## src/rtl/assert_macros.svh

```systemverilog
// Assertion helpers for the RTL file that carries checks.
`ifndef ASSERT_MACROS_SVH
`define ASSERT_MACROS_SVH

// Same-cycle implication, masked during reset
`define QMM_ASSERT_IMP(label, clk, rst_n, ante, cons) \
	label: assert property (@(posedge clk) disable iff (!(rst_n)) (ante) |-> (cons)) \
		else $error("qmm assertion failed: same-cycle implication");

// Next-cycle implication, masked during reset
`define QMM_ASSERT_NXT(label, clk, rst_n, ante, cons) \
	label: assert property (@(posedge clk) disable iff (!(rst_n)) (ante) |=> (cons)) \
		else $error("qmm assertion failed: next-cycle implication");

`endif

```

## src/rtl/qmm_pkg.sv

```systemverilog
`default_nettype none

package qmm_pkg;

	// Fixed payload widths
	localparam int MOTOR_COUNT = 4;
	localparam int CMD_W       = 16;
	localparam int TICK_W      = 8;
	localparam int LEVEL_W     = 10;
	localparam int IDLE_W      = 7;
	localparam int CEIL_W      = 11;
	localparam int TIMER_W     = 16;
	localparam int MIX_W       = 19;

	// Configuration register widths and reset values
	localparam int IDLE_SET_W = 8;
	localparam int MAX_THR_W  = 7;
	localparam logic [IDLE_SET_W-1:0] IDLE_SET_RST = 8'd0;
	localparam logic [MAX_THR_W-1:0]  MAX_THR_RST  = 7'd80;
	localparam logic [IDLE_SET_W-1:0] IDLE_SET_MAX = 8'd10;

	// APB port geometry
	localparam int APB_AW = 3;
	localparam int APB_DW = 32;

	// Spin-up schedule in milliseconds
	localparam logic [TIMER_W-1:0] SPIN_STAGE1_MS = 16'd300;
	localparam logic [TIMER_W-1:0] SPIN_STAGE2_MS = 16'd600;
	localparam logic [TIMER_W-1:0] SPIN_STAGE3_MS = 16'd900;
	localparam logic [TIMER_W-1:0] SPIN_END_MS    = 16'd1200;

	// Output ceiling
	localparam logic [LEVEL_W-1:0] LEVEL_TOP = 10'd1000;

	// Motor slots, X frame
	localparam int M_FR = 0;
	localparam int M_FL = 1;
	localparam int M_RL = 2;
	localparam int M_RR = 3;

	// Register index, taken from paddr[2]
	typedef enum logic {
		REG_IDLE    = 1'b0,
		REG_MAX_THR = 1'b1
	} qmm_reg_idx_t;

	typedef struct packed {
		logic [IDLE_SET_W-1:0] idle_setting;
		logic [MAX_THR_W-1:0]  max_throttle_setting;
	} qmm_cfg_t;

	typedef logic [MOTOR_COUNT-1:0][LEVEL_W-1:0] qmm_levels_t;

	// Clamp with the lower bound tested first
	function automatic logic signed [MIX_W-1:0] clamp_lo_first(
		input logic signed [MIX_W-1:0] x,
		input logic signed [MIX_W-1:0] lo,
		input logic signed [MIX_W-1:0] hi
	);
		logic signed [MIX_W-1:0] r;
		if (x < lo) begin
			r = lo;
		end else if (x > hi) begin
			r = hi;
		end else begin
			r = x;
		end
		return r;
	endfunction

	// Multiply a narrow value by ten with two shifts and an add
	function automatic logic [CEIL_W-1:0] times_ten(input logic [MAX_THR_W-1:0] v);
		logic [CEIL_W-1:0] w;
		w = CEIL_W'(v);
		return (w << 3) + (w << 1);
	endfunction

endpackage

`default_nettype wire

```

## src/rtl/qmm_if.sv

```systemverilog
`default_nettype none

// Command channel: one control tick per transfer
interface qmm_cmd_if import qmm_pkg::*; ();
	logic                     valid;
	logic                     ready;
	logic                     armed;
	logic [TICK_W-1:0]        tick_ms;
	logic signed [CMD_W-1:0]  throttle_cmd;
	logic signed [CMD_W-1:0]  yaw_cmd;
	logic signed [CMD_W-1:0]  roll_cmd;
	logic signed [CMD_W-1:0]  pitch_cmd;

	modport source (
		output valid, armed, tick_ms, throttle_cmd, yaw_cmd, roll_cmd, pitch_cmd,
		input  ready
	);
	modport sink (
		input  valid, armed, tick_ms, throttle_cmd, yaw_cmd, roll_cmd, pitch_cmd,
		output ready
	);
endinterface

// Result channel: four motor levels and the spin-up flag
interface qmm_res_if import qmm_pkg::*; ();
	logic               valid;
	logic               ready;
	logic [LEVEL_W-1:0] motor_front_right;
	logic [LEVEL_W-1:0] motor_front_left;
	logic [LEVEL_W-1:0] motor_rear_left;
	logic [LEVEL_W-1:0] motor_rear_right;
	logic               spun_up;

	modport source (
		output valid, motor_front_right, motor_front_left, motor_rear_left,
		       motor_rear_right, spun_up,
		input  ready
	);
	modport sink (
		input  valid, motor_front_right, motor_front_left, motor_rear_left,
		       motor_rear_right, spun_up,
		output ready
	);
endinterface

`default_nettype wire

```

## src/rtl/qmm_regs.sv

```systemverilog
`default_nettype none

module qmm_regs import qmm_pkg::*; (
	input  wire logic              clk,
	input  wire logic              arst_n,
	input  wire logic              psel,
	input  wire logic              penable,
	input  wire logic              pwrite,
	input  wire logic [APB_AW-1:0] paddr,
	input  wire logic [APB_DW-1:0] pwdata,
	output logic      [APB_DW-1:0] prdata,
	output logic                   pready,
	output qmm_cfg_t               cfg
);

	qmm_cfg_t     cfg_q;
	qmm_reg_idx_t idx;
	logic         wr_en;

	assign pready = 1'b1;
	assign idx    = qmm_reg_idx_t'(paddr[2]);
	assign wr_en  = psel && penable && pwrite && pready;
	assign cfg    = cfg_q;

	// Take writes in the access phase
	always_ff @(posedge clk or negedge arst_n) begin
		if (!arst_n) begin
			cfg_q.idle_setting         <= IDLE_SET_RST;
			cfg_q.max_throttle_setting <= MAX_THR_RST;
		end else if (wr_en) begin
			case (idx)
				REG_IDLE:    cfg_q.idle_setting         <= pwdata[IDLE_SET_W-1:0];
				REG_MAX_THR: cfg_q.max_throttle_setting <= pwdata[MAX_THR_W-1:0];
				default: ;
			endcase
		end
	end

	// Read back the addressed register
	always_comb begin
		case (idx)
			REG_IDLE:    prdata = APB_DW'(cfg_q.idle_setting);
			REG_MAX_THR: prdata = APB_DW'(cfg_q.max_throttle_setting);
			default:     prdata = '0;
		endcase
	end

endmodule

`default_nettype wire

```

## src/rtl/qmm_mix.sv

```systemverilog
`default_nettype none

module qmm_mix import qmm_pkg::*; (
	input  wire logic signed [CMD_W-1:0]  throttle_cmd,
	input  wire logic signed [CMD_W-1:0]  yaw_cmd,
	input  wire logic signed [CMD_W-1:0]  roll_cmd,
	input  wire logic signed [CMD_W-1:0]  pitch_cmd,
	input  wire logic        [IDLE_W-1:0] idle_level,
	input  wire logic        [CEIL_W-1:0] ceil_level,
	output qmm_levels_t                   levels
);

	localparam int EXT = MIX_W - CMD_W;

	logic signed [MIX_W-1:0] thr, yaw, rol, pit;
	logic signed [MIX_W-1:0] lo, ceil_w, top;
	logic signed [MIX_W-1:0] a, b;
	logic signed [MIX_W-1:0] mix [MOTOR_COUNT];

	// Widen everything so no sum wraps
	assign thr    = {{EXT{throttle_cmd[CMD_W-1]}}, throttle_cmd};
	assign yaw    = {{EXT{yaw_cmd[CMD_W-1]}}, yaw_cmd};
	assign rol    = {{EXT{roll_cmd[CMD_W-1]}}, roll_cmd};
	assign pit    = {{EXT{pitch_cmd[CMD_W-1]}}, pitch_cmd};
	assign lo     = $signed({{(MIX_W-IDLE_W){1'b0}}, idle_level});
	assign ceil_w = $signed({{(MIX_W-CEIL_W){1'b0}}, ceil_level});
	assign top    = $signed({{(MIX_W-LEVEL_W){1'b0}}, LEVEL_TOP});

	// Yaw split, clamped to idle..ceiling
	assign a = clamp_lo_first(thr - yaw, lo, ceil_w);
	assign b = clamp_lo_first(thr + yaw, lo, ceil_w);

	// X-frame roll and pitch terms
	assign mix[M_FR] = a + rol + pit;
	assign mix[M_FL] = b - rol + pit;
	assign mix[M_RL] = a - rol - pit;
	assign mix[M_RR] = b + rol - pit;

	// Final clamp to idle..full scale
	always_comb begin
		for (int i = 0; i < MOTOR_COUNT; i++) begin
			levels[i] = LEVEL_W'(clamp_lo_first(mix[i], lo, top));
		end
	end

endmodule

`default_nettype wire

```

## src/rtl/quad_motor_mixer_with_spinup.sv

```systemverilog
// A cmd transfer passes through the input stage and then the result stage to reach res.
// Throughput: one tick per cycle while res takes results; the mix and spin-up update finish in the result stage.
// A stalled res holds the result register; cmd is still taken while the input stage is empty.
// Reset (arst_n low, asynchronous): channels empty, spin-up flag, timer, motor levels
// cleared, idle_setting = 0, max_throttle_setting = 80.
`default_nettype none
`include "assert_macros.svh"

module quad_motor_mixer_with_spinup import qmm_pkg::*; (
	input  wire logic              clk,
	input  wire logic              arst_n,
	qmm_cmd_if.sink                cmd,
	qmm_res_if.source              res,
	input  wire logic              psel,
	input  wire logic              penable,
	input  wire logic              pwrite,
	input  wire logic [APB_AW-1:0] paddr,
	input  wire logic [APB_DW-1:0] pwdata,
	output logic      [APB_DW-1:0] prdata,
	output logic                   pready
);

	qmm_cfg_t cfg;

	// Input stage
	logic                     valid_s1;
	logic                     armed_s1;
	logic [TICK_W-1:0]        tick_s1;
	logic signed [CMD_W-1:0]  thr_s1, yaw_s1, rol_s1, pit_s1;

	// Result stage, which is also the block state
	logic                     valid_s2;
	logic                     spinup_done_q;
	logic [TIMER_W-1:0]       spinup_timer_q;
	qmm_levels_t              motor_level_q;

	logic                     adv;
	logic                     take;
	logic [IDLE_SET_W-1:0]    idle_sel;
	logic [IDLE_W-1:0]        idle_lvl;
	logic [CEIL_W-1:0]        ceil_lvl;
	logic [TIMER_W-1:0]       timer_sum;
	logic                     done_n;
	logic [TIMER_W-1:0]       timer_n;
	qmm_levels_t              level_n;
	qmm_levels_t              mix_lvl;

	qmm_regs u_regs (
		.clk     (clk),
		.arst_n  (arst_n),
		.psel    (psel),
		.penable (penable),
		.pwrite  (pwrite),
		.paddr   (paddr),
		.pwdata  (pwdata),
		.prdata  (prdata),
		.pready  (pready),
		.cfg     (cfg)
	);

	// Handshake: result stage moves when empty or drained
	assign adv       = !valid_s2 || res.ready;
	assign take      = adv && valid_s1;
	assign cmd.ready = !valid_s1 || adv;

	always_ff @(posedge clk or negedge arst_n) begin
		if (!arst_n) begin
			valid_s1 <= 1'b0;
		end else if (cmd.ready) begin
			valid_s1 <= cmd.valid;
		end
	end

	// Capture the tick payload
	always_ff @(posedge clk) begin
		if (cmd.valid && cmd.ready) begin
			armed_s1 <= cmd.armed;
			tick_s1  <= cmd.tick_ms;
			thr_s1   <= cmd.throttle_cmd;
			yaw_s1   <= cmd.yaw_cmd;
			rol_s1   <= cmd.roll_cmd;
			pit_s1   <= cmd.pitch_cmd;
		end
	end

	// Idle level (setting capped at 10) and throttle ceiling, both times ten
	assign idle_sel = (cfg.idle_setting > IDLE_SET_MAX) ? IDLE_SET_MAX : cfg.idle_setting;
	assign idle_lvl = IDLE_W'(times_ten(idle_sel[MAX_THR_W-1:0]));
	assign ceil_lvl = times_ten(cfg.max_throttle_setting);

	qmm_mix u_mix (
		.throttle_cmd (thr_s1),
		.yaw_cmd      (yaw_s1),
		.roll_cmd     (rol_s1),
		.pitch_cmd    (pit_s1),
		.idle_level   (idle_lvl),
		.ceil_level   (ceil_lvl),
		.levels       (mix_lvl)
	);

	assign timer_sum = spinup_timer_q + TIMER_W'(tick_s1);

	// Spin-up sequence, mixer select and clear on disarm
	always_comb begin
		done_n  = spinup_done_q;
		timer_n = spinup_timer_q;
		level_n = motor_level_q;
		if (armed_s1) begin
			if (!spinup_done_q) begin
				timer_n = timer_sum;
				if (timer_sum < SPIN_STAGE1_MS) begin
					level_n[M_FR] = LEVEL_W'(idle_lvl);
				end else if (timer_sum < SPIN_STAGE2_MS) begin
					level_n[M_FL] = LEVEL_W'(idle_lvl);
				end else if (timer_sum < SPIN_STAGE3_MS) begin
					level_n[M_RL] = LEVEL_W'(idle_lvl);
				end else if (timer_sum < SPIN_END_MS) begin
					level_n[M_RR] = LEVEL_W'(idle_lvl);
				end else begin
					done_n  = 1'b1;
					timer_n = '0;
				end
			end
			if (done_n) begin
				level_n = mix_lvl;
			end
		end else begin
			done_n  = 1'b0;
			level_n = '0;
		end
	end

	// Advance state and result register together
	always_ff @(posedge clk or negedge arst_n) begin
		if (!arst_n) begin
			valid_s2       <= 1'b0;
			spinup_done_q  <= 1'b0;
			spinup_timer_q <= '0;
			motor_level_q  <= '0;
		end else begin
			if (adv) begin
				valid_s2 <= valid_s1;
			end
			if (take) begin
				spinup_done_q  <= done_n;
				spinup_timer_q <= timer_n;
				motor_level_q  <= level_n;
			end
		end
	end

	assign res.valid             = valid_s2;
	assign res.motor_front_right = motor_level_q[M_FR];
	assign res.motor_front_left  = motor_level_q[M_FL];
	assign res.motor_rear_left   = motor_level_q[M_RL];
	assign res.motor_rear_right  = motor_level_q[M_RR];
	assign res.spun_up           = spinup_done_q;

	// Checks
	`QMM_ASSERT_IMP(a_timer_clear_when_done, clk, arst_n, spinup_done_q, spinup_timer_q == '0)
	`QMM_ASSERT_IMP(a_levels_in_range, clk, arst_n, valid_s2, (motor_level_q[M_FR] <= LEVEL_TOP) && (motor_level_q[M_FL] <= LEVEL_TOP) && (motor_level_q[M_RL] <= LEVEL_TOP) && (motor_level_q[M_RR] <= LEVEL_TOP))
	`QMM_ASSERT_NXT(a_disarm_zeroes, clk, arst_n, take && !armed_s1, (motor_level_q == '0) && !spinup_done_q && valid_s2)
	`QMM_ASSERT_NXT(a_hold_state_on_stall, clk, arst_n, !take, $stable(spinup_timer_q) && $stable(spinup_done_q))

endmodule

`default_nettype wire
```

## src/flat_wrapper.sv

```systemverilog
// flat-port wrapper written by rule: the top's interface ports become plain ports
module quad_motor_mixer_with_spinup_flat import qmm_pkg::*;
  (clk, arst_n, psel, penable, pwrite, paddr, pwdata, prdata, pready, cmd_valid, cmd_armed, cmd_tick_ms, cmd_throttle_cmd, cmd_yaw_cmd, cmd_roll_cmd, cmd_pitch_cmd, cmd_ready, res_valid, res_motor_front_right, res_motor_front_left, res_motor_rear_left, res_motor_rear_right, res_spun_up, res_ready);
  qmm_cmd_if cmd_i ();
  qmm_res_if res_i ();
  input  wire logic clk;
  input  wire logic arst_n;
  input  wire logic psel;
  input  wire logic penable;
  input  wire logic pwrite;
  input  wire logic [APB_AW-1:0] paddr;
  input  wire logic [APB_DW-1:0] pwdata;
  output logic      [APB_DW-1:0] prdata;
  output logic pready;
  input wire logic [$bits(cmd_i.valid)-1:0] cmd_valid;
  input wire logic [$bits(cmd_i.armed)-1:0] cmd_armed;
  input wire logic [$bits(cmd_i.tick_ms)-1:0] cmd_tick_ms;
  input wire logic [$bits(cmd_i.throttle_cmd)-1:0] cmd_throttle_cmd;
  input wire logic [$bits(cmd_i.yaw_cmd)-1:0] cmd_yaw_cmd;
  input wire logic [$bits(cmd_i.roll_cmd)-1:0] cmd_roll_cmd;
  input wire logic [$bits(cmd_i.pitch_cmd)-1:0] cmd_pitch_cmd;
  output wire logic [$bits(cmd_i.ready)-1:0] cmd_ready;
  output wire logic [$bits(res_i.valid)-1:0] res_valid;
  output wire logic [$bits(res_i.motor_front_right)-1:0] res_motor_front_right;
  output wire logic [$bits(res_i.motor_front_left)-1:0] res_motor_front_left;
  output wire logic [$bits(res_i.motor_rear_left)-1:0] res_motor_rear_left;
  output wire logic [$bits(res_i.motor_rear_right)-1:0] res_motor_rear_right;
  output wire logic [$bits(res_i.spun_up)-1:0] res_spun_up;
  input wire logic [$bits(res_i.ready)-1:0] res_ready;
  assign cmd_i.valid = cmd_valid;
  assign cmd_i.armed = cmd_armed;
  assign cmd_i.tick_ms = cmd_tick_ms;
  assign cmd_i.throttle_cmd = cmd_throttle_cmd;
  assign cmd_i.yaw_cmd = cmd_yaw_cmd;
  assign cmd_i.roll_cmd = cmd_roll_cmd;
  assign cmd_i.pitch_cmd = cmd_pitch_cmd;
  assign cmd_ready = cmd_i.ready;
  assign res_valid = res_i.valid;
  assign res_motor_front_right = res_i.motor_front_right;
  assign res_motor_front_left = res_i.motor_front_left;
  assign res_motor_rear_left = res_i.motor_rear_left;
  assign res_motor_rear_right = res_i.motor_rear_right;
  assign res_spun_up = res_i.spun_up;
  assign res_i.ready = res_ready;
  quad_motor_mixer_with_spinup u_core (.clk(clk), .arst_n(arst_n), .cmd(cmd_i), .res(res_i), .psel(psel), .penable(penable), .pwrite(pwrite), .paddr(paddr), .pwdata(pwdata), .prdata(prdata), .pready(pready));
endmodule
```

## config.mk

```make
export PLATFORM = sky130hd
export DESIGN_NAME = quad_motor_mixer_with_spinup_flat
export DESIGN_NICKNAME = d
export VERILOG_FILES = /design/src/rtl/qmm_pkg.sv /design/src/rtl/qmm_if.sv /design/src/rtl/qmm_regs.sv /design/src/rtl/qmm_mix.sv /design/src/rtl/quad_motor_mixer_with_spinup.sv /design/src/flat_wrapper.sv
export VERILOG_INCLUDE_DIRS = /design/src /design/src/rtl
export SDC_FILE = /design/constraint.sdc
export NUM_CORES = 1
export LEC_CHECK = 0
export ABC_AREA = 1
export ABC_CLOCK_PERIOD_IN_PS = 9600
export CELL_PAD_IN_SITES_DETAIL_PLACEMENT = 1
export CELL_PAD_IN_SITES_GLOBAL_PLACEMENT = 1
export CORE_MARGIN = 4
export CORE_UTILIZATION = 35
export CTS_BUF_LIST = sky130_fd_sc_hd__clkbuf_8
export CTS_CLUSTER_SIZE = 24
export DETAILED_ROUTE_END_ITERATION = 6
export DONT_BUFFER_PORTS = 1
export PLACE_DENSITY_LB_ADDON = 0.1
export RECOVER_POWER = 50
export SETUP_SLACK_MARGIN = 0.05
export SKIP_CTS_REPAIR_TIMING = 1
export SYNTH_ARGS = -nofsm -noshare
export SYNTH_HDL_FRONTEND = slang
export SYNTH_SLANG_ARGS = --single-unit
```

## constraint.sdc

```tcl
create_clock -name clk -period 9.6 [get_ports clk]
set_input_delay 1.92 -clock clk [delete_from_list [all_inputs] [get_ports clk]]
set_output_delay 1.92 -clock clk [all_outputs]
set_load 0.005 [all_outputs]
```

==> results of run 1 <==
-- placed cells by master, fill, tap and decap left out, types with 56 or more instances in the layout --
| master | n |
|---|---|
| nand2_1 | 447 |
| inv_1 | 325 |
| ha_1 | 165 |
| a21oi_1 | 144 |
| nor2_1 | 114 |
| o21ai_0 | 102 |
| nand3_1 | 96 |
| fa_1 | 74 |
| edfxtp_1 | 73 |
| dfrtp_1 | 72 |
| xor2_1 | 56 |
-- final timing paths --
| kind | startpoint | endpoint | slack, ns | cells past startpoint |
|---|---|---|---|---|
| max | u_core.thr_s1[2]$_DFFE_PP_ | u_core.res.motor_front_left[5]$_DFFE_PN0P_ | 1.52 | 40 |
| min | u_core.spinup_timer_q[15]$_DFFE_PN0P_ | u_core.spinup_timer_q[15]$_DFFE_PN0P_ | 0.51 | 2 |
| max reg2reg | u_core.thr_s1[2]$_DFFE_PP_ | u_core.res.motor_front_left[5]$_DFFE_PN0P_ | 1.52 | 40 |
| min reg2reg | u_core.spinup_timer_q[15]$_DFFE_PN0P_ | u_core.spinup_timer_q[15]$_DFFE_PN0P_ | 0.51 | 2 |
| max in group asynchronous | arst_n | u_core.u_regs.cfg[4]$_DFFE_PN1P_ | 8.34 | 0 |
| min in group asynchronous | arst_n | u_core.res.motor_rear_left[7]$_DFFE_PN0P_ | 1.03 | 0 |
-- worst reg2reg max path, delay by kind of cell (launching register included) --
kind                       cells  cell delay, ns
xor gates and xnor gates       1            0.37
DFF                            1            0.41
buffers and inverters          4            0.63
and+or+nand+nor               18            2.05
AOI/OAI and AO/OA             13            2.76
adders and majority gates      4            1.74
-- layer usage --
metal	part of all wire (%)	track usage [%]	up-vias
li1	-	-	6550
met1	44	25.59	6321
met2	50	36.54	160
met3	3.7	4.182	60
met4	2.4	7.036	0
met5	0	0	-
-- sequential cells by signal (all words and copies together), names as in the netlist --
| register | count |
|---|---|
| u_core.res.motor_rear_left | 10 |
| u_core.armed_s1 | 1 |
| u_core.valid_s1 | 1 |
| u_core.res.spun_up | 1 |
| u_core.res.valid | 1 |
| u_core.spinup_timer_q | 16 |
| u_core.tick_s1 | 8 |
| u_core.res.motor_front_right | 10 |
| u_core.rol_s1 | 16 |
| u_core.res.motor_rear_right | 10 |
| u_core.pit_s1 | 16 |
| u_core.yaw_s1 | 16 |
| u_core.res.motor_front_left | 10 |
| u_core.thr_s1 | 16 |
| u_core.u_regs.cfg | 15 |
-- cells by family (layout without fill, tap and decap cells) --
logic type                 after synthesis  count (layout)  synth area share, %
and+or+nand+nor                        799             799                22.91
buffers and inverters                  390             390                10.43
AOI/OAI and AO/OA                      355             355                13.08
adders and majority gates              239             239                22.80
DFF                                    147             147                26.02
xor gates and xnor gates                82              82                4.714
other                                    2              52              0.04829
-- power by group through the flow --
stage	sequential (mW)	combinational (mW)	clock, mW
2_1_floorplan	0.875	2.36	0
3_3_place_gp	0.918	3.13	0
3_5_place_dp	0.922	3.21	0
4_1_cts	0.909	3.23	0.573
5_1_grt	0.926	3.68	0.592
6_report	0.905	3.21	0.541
-- cell type report --
type,count,area share [%]
inverters,342,7.707
multi-input cells,1525,60.37
well taps,585,4.390
clock buffers,17,1.403
diodes,2,0.03002
flip-flops and latches,147,24.27
clock inverters,15,1.156
repair buffers,16,0.6754
==> results.toml, run 1 <==
[die]
fp.dieW_um = 218.8
design.core.area_um2 = 43460
die_y_um = 218.8
rows = 76
die_area_um2 = 47870
io_pins = 191
start_util_pct = 35.79

[pwr]
p_sw_share_pct = 54.04
cellPowerDensity_nw_per_um2 = 279.2
max-vdd-ir-drop_uv = 109.0
sequentialPowerShare_pct = 19.4
switchingPower_mw = 2.515
combPwrFrac_pct = 68.9
clkPwrFrac_pct = 11.6
finalPower_mw = 4.655
p_leak_nw = 8.276
p_int_mw = 2.139

[detailed_routing]
drt_pass1_iterations = 5
drt_iter0_drc = 590
routedWlPerCell_um = 18.20
vias = 13091
vias_per_cell = 4.942
wirelength_mm = 48.22
drc = 0
final_antenna_net_count = 0

[cts]
clock-root-buffer = "clkbuf_8"
clkSinkCount = 147
h-tree-depth = 4
clkTransAtPathRegs_ns = 0.10
cts.path.max_buffers = 2
clk_latency_ns = 0.58
numCtsBuffers = 17
cts_tree = "built"

[global_routing]
gr-total-overflow = 0
grt_pass1_vias = 13904
track_usage_pct = 20.83
grt_pass1_wl_mm = 76.74
antenna_found_initial = 2
grt_max_degree = 75

[critical_path]
path_delay_family = "compound AO/OA/AOI/OAI gates"
path_max_fanout = 14
cp.required_ns = 10.06
crit_buf_inv = 4
critPathMaxStageDelay_ns = 0.55
criticalPathCategory = "reg -> reg"
end_kind = "register"
slowest_stage = "ha_1"
start_kind = "register"
crit_arrival_ns = 8.54
critPathMostFrequentCell = "nand2_1"

[place]
place_ws_ns = 1.423
portBuffers = 0
place_hpwl_mm = 40.72
globalplace.congestion = 0.8685
place_area_um2 = 16250
place_inst = 2615

[cells_and_area]
multi_input_area_um2 = 10060
nFillCells = 5417
final-seq-area_um2 = 4046
area_delta_synth_final_pct = 7.200
final_area_um2 = 16670
utilization_pct = 38.37
layout-drive-gt1-share_pct = 7.032
fin_cells = 2649
layout.nets = 2403

[sta]
finClkSkew_ns = 0.02304
setup_viol = 0
fin_ws_ns = 1.519
worstMarginPinSlew_ns = 4.161
fin_crit_ns = 8.081
slew_violations = 74
fin_crit_sh_pct = 84.18
fin_tns_setup_ns = 0
rsz0062_at_grt = "false"
hold_slack_ns = 0.5085
max-slew-margin-rel_pct = -177.4
fmax_mhz = 123.7
hold_viol_final = 0

[synth]
synth-edff-count = 73
synth_flop_cell = "edfxtp_1"
syn_inst = 2014
yosys.area.top_type = "edfxtp_1"
synth_common_cells = "nand2_1 (447), inv_1 (326), ha_1 (165), a21oi_1 (144), nor2_1 (114)"
synth_area_um2 = 15550
ys_types = 65
ys_warn_count = 0
avgSynthCellArea_um2 = 7.722
synth_most_common_cell = "nand2_1"
ys_seq_area_share_pct = 26.02
ys_ff_latch = 147
synth-async-reset-ratio_pct = 50.34
synth_area_leaders = "edfxtp_1 (14%), ha_1 (13%), dfrtp_1 (12%)"
synth_top_area_share_pct = 14.09

[run_status]
status = "finished, violations left"
violations = "capacitance limit, slew limit"

[worst_hold_path]
hold_class = "reg -> reg"

[job]
drv_cap = 1
Power figures use the tool's default switching activity.
==> run 2: changes to the inputs <==
ABC_CLOCK_PERIOD_IN_PS = 8300   (was 9600)
clock period = 8.3 ns   (was 9.6 ns; I/O delays follow)
==> results.toml, run 2 (same netlist as run 1, synthesis figures left out) <==
[place]
place_hpwl_mm = 40.98
globalplace.congestion = 0.8846
portBuffers = 0
place_area_um2 = 16280
place_inst = 2619

[cts]
clkTransAtPathRegs_ns = 0.10
numCtsBuffers = 17
clkSinkCount = 147
h-tree-depth = 4
clock-root-buffer = "clkbuf_8"
cts_tree = "built"
cts.path.max_buffers = 2
clk_latency_ns = 0.59

[global_routing]
antenna_found_initial = 3
grt_pass1_vias = 14017
grt_pass1_wl_mm = 77.07
track_usage_pct = 20.98
grt_max_degree = 75
gr-total-overflow = 0

[cells_and_area]
final_area_um2 = 16860
nFillCells = 5378
layout-drive-gt1-share_pct = 8.265
fin_cells = 2656
mostFrequentLayoutCell = "nand2_1"
final-seq-area_um2 = 4046
multi_input_area_um2 = 10180
layout.nets = 2410
final_cell_mix = "nand2_1 (446), inv_1 (324), ha_1 (164)"
area_delta_synth_final_pct = 8.399

[detailed_routing]
drt_iter0_drc = 513
drt_pass1_iterations = 5
wirelength_mm = 48.92
vias_per_cell = 4.957
drc = 0
routedWlPerCell_um = 18.42
vias = 13166
final_antenna_net_count = 0

[sta]
max-slew-margin-rel_pct = -181.5
finClkSkew_ns = 0.04416
fin_tns_setup_ns = 0
worstMarginPinSlew_ns = 4.222
fin_crit_sh_pct = 91.33
slew_violations = 74
fin_crit_ns = 7.581
hold_viol_final = 0
fmax_mhz = 131.9
rsz0062_at_grt = "false"
setup_viol = 0

[die]
design.core.area_um2 = 43460
start_util_pct = 35.79
rows = 76
fp.dieW_um = 218.8
die_y_um = 218.8
die_area_um2 = 47870
io_pins = 191

[critical_path]
criticalPathCategory = "reg -> reg"
slowest_stage = "fa_1"
critPathMaxStageDelay_ns = 0.48
setup.worst_path.start = "u_core.yaw_s1[0]$_DFFE_PP_"
path_max_fanout = 8
end_kind = "register"
start_kind = "register"
reg2reg_from = "u_core.yaw_s1[0]$_DFFE_PP_"
cp.required_ns = 8.74
crit_arrival_ns = 8.02
critPathMostFrequentCell = "nand2_1"

[pwr]
finalPower_mw = 5.482
p_leak_nw = 8.330
max-vdd-ir-drop_uv = 135.7
cellPowerDensity_nw_per_um2 = 325.2

[job]
drv_cap = 1

[run_status]
status = "finished, violations left"
violations = "capacitance limit, slew limit"

[worst_hold_path]
min-delay-start = "u_core.u_regs.cfg[9]$_DFFE_PN0P_"
hold_class = "reg -> reg"
## run 2: final timing paths
check | end | depth (start not counted) | slack [ns]
max reg2reg | u_core.res.motor_rear_right[6]$_DFFE_PN0P_ | 41 | 0.72
min in group asynchronous | u_core.res.motor_rear_left[4]$_DFFE_PN0P_ | 0 | 0.75
max in group asynchronous | u_core.u_regs.cfg[4]$_DFFE_PN1P_ | 0 | 7.30
min | u_core.u_regs.cfg[9]$_DFFE_PN0P_ | 2 | 0.50
min reg2reg | u_core.u_regs.cfg[9]$_DFFE_PN0P_ | 2 | 0.50
max | u_core.res.motor_rear_right[6]$_DFFE_PN0P_ | 41 | 0.72
## run 2: worst max-delay path: cells and delay by family (launching register included)
| kind | cells | cell delay, ns |
|---|---|---|
| DFF | 1 | 0.41 |
| adders and majority gates | 5 | 1.80 |
| AOI/OAI and AO/OA | 16 | 2.78 |
| xor gates and xnor gates | 1 | 0.28 |
| and+or+nand+nor | 16 | 1.79 |
| buffers and inverters | 3 | 0.36 |
## run 2: report_power, final
group,internal [mW],switching (mW),total [mW]
clock network,0.310,0.358,0.668
registers,0.916,0.130,1.05
logic,1.30,2.47,3.77
## run 2: through the flow
step                      setup WS [ns]  utilization [%]  hold slack [ns]
final                            0.7193            38.79           0.5003
after global routing            0.04843            38.79           0.5112
after CTS                       0.09859            38.47           0.5011
after detailed placement         0.1638            37.46           0.4907
after global placement           0.3132            37.46           0.4688
after floorplan                   1.646                -           0.4530
## run 2: per-layer routing
metal	global-route usage (%)	routed length (um)	share of wire, %	vias up
li1	-	-	-	6560
met1	25.83	21460	44	6397
met2	36.89	24470	50	155
met3	4.459	1794	3.7	52
met4	6.446	1181	2.4	2
met5	0	11	0.022	-
## run 2: area by class of cell
cell class | instances | share of cell area (%)
flip-flops and latches | 147 | 24.00
inverters | 342 | 7.674
diodes | 2 | 0.02969
repair buffers | 23 | 0.9648
multi-input cells | 1525 | 60.38
clock inverters | 15 | 1.217
clock buffers | 17 | 1.388
well taps | 585 | 4.342
